`src/design/sccq_pkg.sv`:
```
// Package for the scan code key event queue: request, response and packet
// types, operation codes, special key codes and the set 1 key maps.
// No dependencies.
package sccq_pkg;

   localparam int QueueDepthDefault = 128;
   localparam int MapEntries = 84;

   localparam logic OpScan = 1'b0;
   localparam logic OpFetch = 1'b1;

   localparam logic [7:0] SkEsc = 8'hFF;
   localparam logic [7:0] SkBksp = 8'hFE;
   localparam logic [7:0] SkLCtrl = 8'hFD;
   localparam logic [7:0] SkLShift = 8'hFC;
   localparam logic [7:0] SkRShift = 8'hFB;
   localparam logic [7:0] SkLAlt = 8'hFA;
   localparam logic [7:0] SkCaps = 8'hF9;

   localparam logic [7:0] ReleaseFirst = 8'h81;
   localparam logic [7:0] ReleaseLast = 8'hD7;
   localparam logic [7:0] CaseBit = 8'h20;

   typedef struct packed {
      logic       operation;
      logic [7:0] scan_code;
   } req_type;

   typedef struct packed {
      logic              queue_empty;
      logic signed [7:0] key_value;
      logic              is_printable;
      logic              shift_flag;
      logic              alt_flag;
      logic              ctrl_flag;
      logic              caps_flag;
   } rsp_type;

   typedef struct packed {
      logic       caps;
      logic       ctrl;
      logic       alt;
      logic       shift;
      logic       printable;
      logic [7:0] value;
   } pkt_type;

   typedef struct packed {
      logic push;
      logic pop;
   } qctl_type;

   localparam logic [7:0] KeyPlain [0:MapEntries-1] = '{
      8'h00, SkEsc, 8'h31, 8'h32, 8'h33, 8'h34, 8'h35, 8'h36, 8'h37, 8'h38,
      8'h39, 8'h30, 8'h2D, 8'h3D, SkBksp, 8'h09, 8'h71, 8'h77, 8'h65, 8'h72,
      8'h74, 8'h79, 8'h75, 8'h69, 8'h6F, 8'h70, 8'h5B, 8'h5D, 8'h0A, SkLCtrl,
      8'h61, 8'h73, 8'h64, 8'h66, 8'h67, 8'h68, 8'h6A, 8'h6B, 8'h6C, 8'h3B,
      8'h27, 8'h60, SkLShift, 8'h5C, 8'h7A, 8'h78, 8'h63, 8'h76, 8'h62, 8'h6E,
      8'h6D, 8'h2C, 8'h2E, 8'h2F, SkRShift, 8'h2A, SkLAlt, 8'h20, SkCaps, 8'h00,
      8'h00, 8'h00, 8'h00, 8'h00, 8'h00, 8'h00, 8'h00, 8'h00, 8'h00, 8'h00,
      8'h00, 8'h37, 8'h38, 8'h39, 8'h2D, 8'h34, 8'h35, 8'h36, 8'h2B, 8'h31,
      8'h32, 8'h33, 8'h30, 8'h2E
   };

   localparam logic [7:0] KeyShift [0:MapEntries-1] = '{
      8'h00, SkEsc, 8'h21, 8'h40, 8'h23, 8'h24, 8'h25, 8'h5E, 8'h26, 8'h2A,
      8'h28, 8'h29, 8'h5F, 8'h2B, SkBksp, 8'h09, 8'h51, 8'h57, 8'h45, 8'h52,
      8'h54, 8'h59, 8'h55, 8'h49, 8'h4F, 8'h50, 8'h7B, 8'h7D, 8'h0A, SkLCtrl,
      8'h41, 8'h53, 8'h44, 8'h46, 8'h47, 8'h48, 8'h4A, 8'h4B, 8'h4C, 8'h3A,
      8'h22, 8'h7E, SkLShift, 8'h7C, 8'h5A, 8'h58, 8'h43, 8'h56, 8'h42, 8'h4E,
      8'h4D, 8'h3C, 8'h3E, 8'h3F, SkRShift, 8'h2A, SkLAlt, 8'h20, SkCaps, 8'h00,
      8'h00, 8'h00, 8'h00, 8'h00, 8'h00, 8'h00, 8'h00, 8'h00, 8'h00, 8'h00,
      8'h00, 8'h37, 8'h38, 8'h39, 8'h2D, 8'h34, 8'h35, 8'h36, 8'h2B, 8'h31,
      8'h32, 8'h33, 8'h30, 8'h2E
   };

   // Caps lock inverts the case of letters in either map.
   function automatic logic [7:0] key_lookup(logic [6:0] idx, logic shift, logic caps);
      logic [7:0] v;
      if (idx >= 7'(MapEntries)) begin
         v = 8'h00;
      end else if (shift) begin
         v = KeyShift[idx];
      end else begin
         v = KeyPlain[idx];
      end
      if (caps && (v inside {[8'h41:8'h5A], [8'h61:8'h7A]})) begin
         v = v ^ CaseBit;
      end
      return v;
   endfunction

endpackage

```
`src/design/sccq_ram.sv`:
```
// Generic single-port-write, single-port-read RAM with registered read data.
// No dependencies.
module sccq_ram #(
   parameter int Width = 13,
   parameter int Depth = 128
) (
   input  logic                     clock,
   input  logic                     wr_en,
   input  logic [$clog2(Depth)-1:0] wr_addr,
   input  logic [Width-1:0]         wr_data,
   input  logic                     rd_en,
   input  logic [$clog2(Depth)-1:0] rd_addr,
   output logic [Width-1:0]         rd_data
);

   logic [Width-1:0] mem_ff [Depth];
   logic [Width-1:0] rd_data_ff;

   always_ff @(posedge clock) begin
      if (wr_en) begin
         mem_ff[wr_addr] <= wr_data;
      end
      if (rd_en) begin
         rd_data_ff <= mem_ff[rd_addr];
      end
   end

   assign rd_data = rd_data_ff;

endmodule

```
`src/design/sccq_queue.sv`:
```
// Key packet ring buffer: pointers, packet RAM, read stage and response register.
// Depends on sccq_pkg and sccq_ram.
module sccq_queue #(
   parameter int QueueDepth = sccq_pkg::QueueDepthDefault
) (
   input  logic              clock,
   input  logic              reset,
   input  sccq_pkg::qctl_type ctl,
   input  sccq_pkg::pkt_type push_data,
   output logic              busy,
   output logic              rsp_valid,
   input  logic              rsp_stall,
   output sccq_pkg::rsp_type rsp_payload
);

   localparam int AddrWidth = $clog2(QueueDepth);
   localparam int CountWidth = $clog2(QueueDepth + 1);

   logic [AddrWidth-1:0]  rd_ptr_ff, rd_ptr_in;
   logic [AddrWidth-1:0]  wr_ptr_ff, wr_ptr_in;
   logic [CountWidth-1:0] count_ff, count_in;
   logic                  stage_valid_ff, stage_valid_in;
   logic                  stage_empty_ff, stage_empty_in;
   logic                  out_valid_ff, out_valid_in;
   sccq_pkg::rsp_type     out_ff, out_in;
   sccq_pkg::pkt_type     rd_pkt;
   logic                  full;
   logic                  empty;
   logic                  pop_hit;
   logic                  advance;

   function automatic logic [AddrWidth-1:0] next_ptr(logic [AddrWidth-1:0] p);
      return (p == AddrWidth'(QueueDepth - 1)) ? '0 : p + 1'b1;
   endfunction

   assign full = (count_ff == CountWidth'(QueueDepth));
   assign empty = (count_ff == '0);
   assign pop_hit = ctl.pop && !empty;
   assign advance = stage_valid_ff && (!out_valid_ff || !rsp_stall);
   assign busy = stage_valid_ff && !advance;

   sccq_ram #(
      .Width($bits(sccq_pkg::pkt_type)),
      .Depth(QueueDepth)
   ) u_ram (
      .clock  (clock),
      .wr_en  (ctl.push),
      .wr_addr(wr_ptr_ff),
      .wr_data(push_data),
      .rd_en  (pop_hit),
      .rd_addr(rd_ptr_ff),
      .rd_data(rd_pkt)
   );

   always_comb begin
      rd_ptr_in = rd_ptr_ff;
      wr_ptr_in = wr_ptr_ff;
      count_in = count_ff;
      if (ctl.push) begin
         wr_ptr_in = next_ptr(wr_ptr_ff);
         if (full) begin
            rd_ptr_in = next_ptr(rd_ptr_ff);
         end else begin
            count_in = count_ff + 1'b1;
         end
      end else if (pop_hit) begin
         rd_ptr_in = next_ptr(rd_ptr_ff);
         count_in = count_ff - 1'b1;
      end
   end

   always_comb begin
      stage_valid_in = stage_valid_ff;
      stage_empty_in = stage_empty_ff;
      if (ctl.pop) begin
         stage_valid_in = 1'b1;
         stage_empty_in = empty;
      end else if (advance) begin
         stage_valid_in = 1'b0;
      end
   end

   always_comb begin
      out_valid_in = out_valid_ff;
      out_in = out_ff;
      if (advance) begin
         out_valid_in = 1'b1;
         if (stage_empty_ff) begin
            out_in = '0;
            out_in.queue_empty = 1'b1;
         end else begin
            out_in.queue_empty = 1'b0;
            out_in.key_value = rd_pkt.value;
            out_in.is_printable = rd_pkt.printable;
            out_in.shift_flag = rd_pkt.shift;
            out_in.alt_flag = rd_pkt.alt;
            out_in.ctrl_flag = rd_pkt.ctrl;
            out_in.caps_flag = rd_pkt.caps;
         end
      end else if (out_valid_ff && !rsp_stall) begin
         out_valid_in = 1'b0;
      end
   end

   always_ff @(posedge clock) begin
      if (reset) begin
         rd_ptr_ff <= '0;
         wr_ptr_ff <= '0;
         count_ff <= '0;
         stage_valid_ff <= 1'b0;
         out_valid_ff <= 1'b0;
      end else begin
         rd_ptr_ff <= rd_ptr_in;
         wr_ptr_ff <= wr_ptr_in;
         count_ff <= count_in;
         stage_valid_ff <= stage_valid_in;
         out_valid_ff <= out_valid_in;
      end
      stage_empty_ff <= stage_empty_in;
      out_ff <= out_in;
   end

   assign rsp_valid = out_valid_ff;
   assign rsp_payload = out_ff;

`ifndef ASSERT_OFF
   a_count_bound: assert property (@(posedge clock) disable iff (reset)
      count_ff <= CountWidth'(QueueDepth))
      else $error("packet count exceeds queue depth");

   a_stage_hold: assert property (@(posedge clock) disable iff (reset)
      (stage_valid_ff && !advance) |=> (stage_valid_ff && $stable(rd_pkt)))
      else $error("held read stage lost its data");

   a_push_count: assert property (@(posedge clock) disable iff (reset)
      (ctl.push && !full) |=> (count_ff == $past(count_ff) + 1'b1))
      else $error("push into non-full queue did not grow the count");
`endif

endmodule

```
`src/design/scan_code_key_event_queue_unit.sv`:
```
// Scan code set 1 key event queue, top level: modifier state and key map
// lookup in front of the packet ring buffer.
// Depends on sccq_pkg and sccq_queue.
// A fetch request's response passes through the read stage and then the response register.
// Throughput: one request per cycle; requests stall only while the read stage
// holds a response behind a stalled response register.
// Reset clears the modifiers, queue pointers and valid flags; packet RAM contents
// are not cleared and need no clearing pass.
module scan_code_key_event_queue_unit #(
   parameter int QueueDepth = sccq_pkg::QueueDepthDefault
) (
   input  logic              clock,
   input  logic              reset,
   input  logic              req_valid,
   output logic              req_stall,
   input  sccq_pkg::req_type req_payload,
   output logic              rsp_valid,
   input  logic              rsp_stall,
   output sccq_pkg::rsp_type rsp_payload
);

   logic              shift_ff, shift_in;
   logic              alt_ff, alt_in;
   logic              ctrl_ff, ctrl_in;
   logic              caps_ff, caps_in;
   logic              accept;
   logic              is_press;
   logic              is_release;
   logic              hit;
   logic [7:0]        key;
   logic              busy;
   sccq_pkg::qctl_type ctl;
   sccq_pkg::pkt_type pkt;

   assign accept = req_valid && !req_stall;
   assign req_stall = busy;

   assign key = sccq_pkg::key_lookup(req_payload.scan_code[6:0], shift_ff, caps_ff);
   assign hit = (key != 8'h00);
   assign is_press = !req_payload.scan_code[7];
   assign is_release = req_payload.scan_code inside
      {[sccq_pkg::ReleaseFirst:sccq_pkg::ReleaseLast]};

   always_comb begin
      shift_in = shift_ff;
      alt_in = alt_ff;
      ctrl_in = ctrl_ff;
      caps_in = caps_ff;
      if (accept && (req_payload.operation == sccq_pkg::OpScan) && hit) begin
         if (is_press) begin
            if (key == sccq_pkg::SkLShift || key == sccq_pkg::SkRShift) begin
               shift_in = 1'b1;
            end
            if (key == sccq_pkg::SkLAlt) begin
               alt_in = 1'b1;
            end
            if (key == sccq_pkg::SkLCtrl) begin
               ctrl_in = 1'b1;
            end
            if (key == sccq_pkg::SkCaps) begin
               caps_in = !caps_ff;
            end
         end else if (is_release) begin
            if (key == sccq_pkg::SkLShift || key == sccq_pkg::SkRShift) begin
               shift_in = 1'b0;
            end
            if (key == sccq_pkg::SkLAlt) begin
               alt_in = 1'b0;
            end
            if (key == sccq_pkg::SkLCtrl) begin
               ctrl_in = 1'b0;
            end
         end
      end
   end

   always_comb begin
      pkt.value = key;
      pkt.printable = !key[7];
      pkt.shift = shift_in;
      pkt.alt = alt_in;
      pkt.ctrl = ctrl_in;
      pkt.caps = caps_in;
      ctl.push = accept && (req_payload.operation == sccq_pkg::OpScan) && is_press && hit;
      ctl.pop = accept && (req_payload.operation == sccq_pkg::OpFetch);
   end

   always_ff @(posedge clock) begin
      if (reset) begin
         shift_ff <= 1'b0;
         alt_ff <= 1'b0;
         ctrl_ff <= 1'b0;
         caps_ff <= 1'b0;
      end else begin
         shift_ff <= shift_in;
         alt_ff <= alt_in;
         ctrl_ff <= ctrl_in;
         caps_ff <= caps_in;
      end
   end

   sccq_queue #(
      .QueueDepth(QueueDepth)
   ) u_queue (
      .clock      (clock),
      .reset      (reset),
      .ctl        (ctl),
      .push_data  (pkt),
      .busy       (busy),
      .rsp_valid  (rsp_valid),
      .rsp_stall  (rsp_stall),
      .rsp_payload(rsp_payload)
   );

endmodule
```
`config.mk`:
```
export PLATFORM = sky130hd
export DESIGN_NAME = scan_code_key_event_queue_unit
export DESIGN_NICKNAME = d
export VERILOG_FILES = /design/src/design/sccq_pkg.sv /design/src/design/sccq_ram.sv /design/src/design/sccq_queue.sv /design/src/design/scan_code_key_event_queue_unit.sv
export SDC_FILE = /design/constraint.sdc
export NUM_CORES = 2
export LEC_CHECK = 0
export BUFFER_PORTS_ARGS = -buffer_cell sky130_fd_sc_hd__buf_2
export CORE_ASPECT_RATIO = 0.9
export CORE_UTILIZATION = 50
export DETAILED_ROUTE_END_ITERATION = 10
export PLACE_DENSITY = 0.65
export SLEW_MARGIN = 10
export SYNTH_ARGS = -nofsm -noshare
export SYNTH_HDL_FRONTEND = slang
export SYNTH_SLANG_ARGS = --single-unit
```
`constraint.sdc`:
```
create_clock -name clock -period 63.2 [get_ports clock]
set_clock_uncertainty 0.05 [all_clocks]
set_input_delay 12.64 -clock clock [delete_from_list [all_inputs] [get_ports clock]]
set_output_delay 12.64 -clock clock [all_outputs]
set_load 0.02 [all_outputs]
```
==> flow_metrics.py <==
metrics = {
    "pwr": {
        "comb_power_share_pct": 13.1,
        "total_power_mw": 2.57,
        "power.share.clock_pct": 36.9,
        "internal_power_mw": 1.95,
        "cellPowerDensity_mw_per_mm2": 34.0,
        "swShare_pct": 23.8,
        "power_switching_mw": 0.611,
        "peakVddDrop_mv": 0.0259,
        "seqPwrFrac_pct": 49.9,
        "leakage_nw": 22.8,
    },
    "hold_path": {
        "holdPathEnd": "u_queue.rsp_valid$_SDFFE_PP0P_",
        "hp-class": "reg -> reg",
        "hold_path.startpoint": "u_queue.stage_valid_ff$_SDFFE_PP0P_",
        "hold_depth": 2,
    },
    "timing": {
        "fmax_ghz": 0.0387,
        "hold_viol": 0,
        "slew_viol_final": 0,
        "tns_ns": 0,
        "worst_pin_slew_ns": 1.33,
        "setup_viol": 0,
        "fin_crit_sh_pct": 40.9,
        "grt_setup_unrepaired": "no",
        "slew_headroom_pct": 11.3,
        "period_needed_ns": 25.82,
    },
    "setup_path": {
        "crit_required_ns": 50.51,
        "critPathSlowestCell": "buf_2",
        "cp_common_cell": "buf_2",
        "rr_worst_depth": 12,
        "max_stage_delay_ns": 0.16,
        "cp_num_buf_inv": 3,
        "r2r-start": "shift_ff$_SDFF_PP0_",
        "r2r_setup_slack_ns": 56.44,
        "crit_arrival_ns": 13.13,
        "critPathTopFamily": "buffers and inverters",
        "crit_fanout": 4,
        "critPathLaunch": "rsp_stall",
        "worstPathCellList": "buf_2 -> nand3_1 -> inv_1 -> buf_2",
        "r2r-end": "u_queue.u_ram.mem_ff[57][12]$_DFFE_PP_",
        "crit_type": "in -> out",
        "cp-start-kind": "input pin",
        "critPathCaptureType": "primary output",
    },
    "routing": {
        "drtPass1Iterations": 5,
        "final_antenna_net_count": 0,
        "wl_met2_um": 70400,
        "drt_iter0_markers": 4369,
        "wire_per_inst_um": 30.7,
        "top_layer": "met4",
        "drc_errors": 0,
        "wl_met1_um": 66500,
        "viasPerCell": 6.31,
        "wl_met3_um": 15200,
        "routed_wirelength_um": 155000,
        "vias": 31800,
    },
    "die": {
        "core_area_mm2": 0.134,
        "dieHeight_um": 351,
        "die_area_mm2": 0.137,
        "top_level_ports": 29,
        "dieWidth_um": 390,
        "rows": 127,
        "initial_core_util_pct": 50.6,
    },
    "clock_tree": {
        "cts_setup_buffers": 0,
        "ctsResizeCount": 0,
        "holdBufCountCts": 0,
        "h-tree-depth": 4,
        "clk-insertion-delay-late_ns": 0.78,
        "cts_sinks": 1720,
        "cts.root.buffer_cell": "clkbuf_16",
        "ctsLongestPathBuffers": 3,
        "cts_tree": "built",
        "clkSlewWorstSetupHoldPaths_ns": 0.06,
        "cts-buffers-inserted": 168,
    },
    "synthesis": {
        "synth-edff-count": 1692,
        "syn_nets": 3012,
        "yosys-top-cells-area": "edfxtp_1 (75%), mux4_2 (18%), nor2_1 (0.87%), dfxtp_1 (0.83%), clkbuf_1 (0.57%)",
        "yosysSeqAreaShare_pct": 75.9,
        "synth_area_mm2": 0.0677,
        "synth.avg_cell_area_um2": 22.7,
        "yosys.area.top_type": "edfxtp_1",
        "synth_flop_cell": "edfxtp_1",
        "ys_seq_elements": 1720,
        "ys_async_sr_fraction_pct": 0,
        "yosysTopAreaCellShare_pct": 75.1,
        "synth_cell_type_count": 77,
        "syn_inst": 2981,
        "yosys_warnings": 0,
    },
    "global_routing": {
        "antenna_found_initial": 11,
        "grt-ovfl-total": 0,
        "grt_use_total_pct": 23.0,
        "grt_pass1_wl_um": 224000,
        "grt_max_degree": 113,
        "grt_pass1_vias": 31300,
    },
    "layout": {
        "finalNetCount": 3122,
        "drive_gt1_share_pct": 30.5,
        "syn_to_final_growth_pct": 11.5,
    },
    "placed_design": {
        "io_buffers": 28,
        "place_hpwl_um": 92000,
        "gp_congestion": 0.874,
    },
    "job": {
        "max-cap-violations": 0,
    },
    "status": {
        "outcome": "finished, final reports clean",
    },
}
==> worst max-delay path by stage <==
stage | endpoint | slack (ns) | cells after the start
CTS | req_stall | 37.37 | 4
global placement | req_stall | 37.35 | 4
detailed placement | req_stall | 37.37 | 4
global route | req_stall | 37.32 | 4
finish | req_stall | 37.38 | 4
floorplan | u_queue.u_ram.mem_ff[0][11]$_DFFE_PP_ | 33.08 | 11
==> sequential cells by signal, summed over array words and instances (netlist names) <==
register                flops
u_queue.rsp_valid           1
u_queue.rsp_payload        14
u_queue.u_ram.mem_ff     1664
caps_ff                     1
alt_ff                      1
u_queue.rd_ptr_ff           7
u_queue.u_ram.rd_data      13
u_queue.count_ff            8
u_queue.stage_valid_ff      1
u_queue.wr_ptr_ff           7
ctrl_ff                     1
u_queue.stage_empty_ff      1
shift_ff                    1
==> layout make-up <==
cell class,instances,area [um2]
Clock inverter,98,706
Timing Repair Buffer,117,841
Tap cell,1806,2260
Clock buffer,210,4470
Sequential cell,1720,51400
Multi-Input combinational cell,1066,15700
Fill cell,9766,58400
Inverter,18,77.6
Antenna cell,3,7.51
==> worst register-to-register path, delay by kind of cell (launching register included) <==
kind / cells / cell delay [ns]
xor gates and xnor gates: 1 / 0.87
AOI/OAI and AO/OA: 2 / 0.71
and+or+nand+nor: 6 / 1.80
DFF: 1 / 0.81
buffers and inverters: 3 / 2.11
==> placed cells by master (no fill, tap or decap), types with 23 or more instances in the layout <==
| master | count |
|---|---|
| edfxtp_1 | 1692 |
| clkinv_2 | 23 |
| clkinv_1 | 53 |
| buf_4 | 86 |
| nor2b_1 | 27 |
| mux4_2 | 546 |
| nor2_1 | 116 |
| o21ai_0 | 27 |
| nand2_1 | 33 |
| clkbuf_1 | 37 |
| nor2_2 | 40 |
| a21oi_1 | 36 |
| clkbuf_16 | 173 |
| buf_2 | 28 |
| nand3_1 | 26 |
==> cells in the mapped netlist (14+ instances only) <==
| cell | count |
|---|---|
| inv_1 | 15 |
| clkbuf_1 | 102 |
| edfxtp_1 | 1692 |
| nor2_1 | 157 |
| dfxtp_1 | 28 |
| nand3_1 | 27 |
| nand2_1 | 35 |
| buf_1 | 44 |
| nor2b_1 | 27 |
| mux2i_1 | 14 |
| ha_1 | 17 |
| a21oi_1 | 36 |
| o21ai_0 | 28 |
| mux4_2 | 546 |
| mux2_2 | 18 |
| buf_2 | 17 |
==> stage by stage <==
step                cell area [um2]  utilization, %  std cells  hold slack, ns  setup WS, ns
floorplan                     67700               -       2981           0.397         33.08
global placement              70100            52.4       4725           0.420         37.35
global route                  75400            56.4       5035           0.494         37.32
finish                        75400            56.4       5038           0.472         37.38
CTS                           75300            56.3       5033           0.469         37.37
detailed placement            70100            52.4       4725           0.459         37.37
==> layer usage <==
| layer | vias to the layer above | GRT usage, % |
|---|---|---|
| li1 | 12900 | - |
| met1 | 17100 | 35.5 |
| met2 | 1559 | 33.5 |
| met3 | 178 | 5.30 |
| met4 | 0 | 5.70 |
| met5 | - | 0 |
==> power by group through the flow <==
| stage | clock network [mW] | registers [mW] | logic (mW) |
|---|---|---|---|
| 4_1_cts | 0.961 | 1.28 | 0.339 |
| 2_1_floorplan | 0 | 1.30 | 0.240 |
| 3_3_place_gp | 0 | 1.30 | 0.330 |
| 6_report | 0.947 | 1.28 | 0.337 |
| 5_1_grt | 1.00 | 1.28 | 0.357 |
| 3_5_place_dp | 0 | 1.31 | 0.338 |
==> logic make-up (layout without fill, tap and decap cells) <==
| group | after synthesis | after routing | synth area share, % |
|---|---|---|---|
| AO/OA/AOI/OAI | 134 | 134 | 1.36 |
| XOR/XNOR | 10 | 10 | 0.129 |
| adder cells (fa/ha/maj) | 18 | 18 | 0.344 |
| buffers and inverters | 195 | 443 | 1.24 |
| flip-flops | 1720 | 1720 | 75.9 |
| multiplexers | 578 | 578 | 18.7 |
| other | 0 | 3 | 0 |
| AND/OR/NAND/NOR | 326 | 326 | 2.37 |
Power figures use the tool's default switching activity.
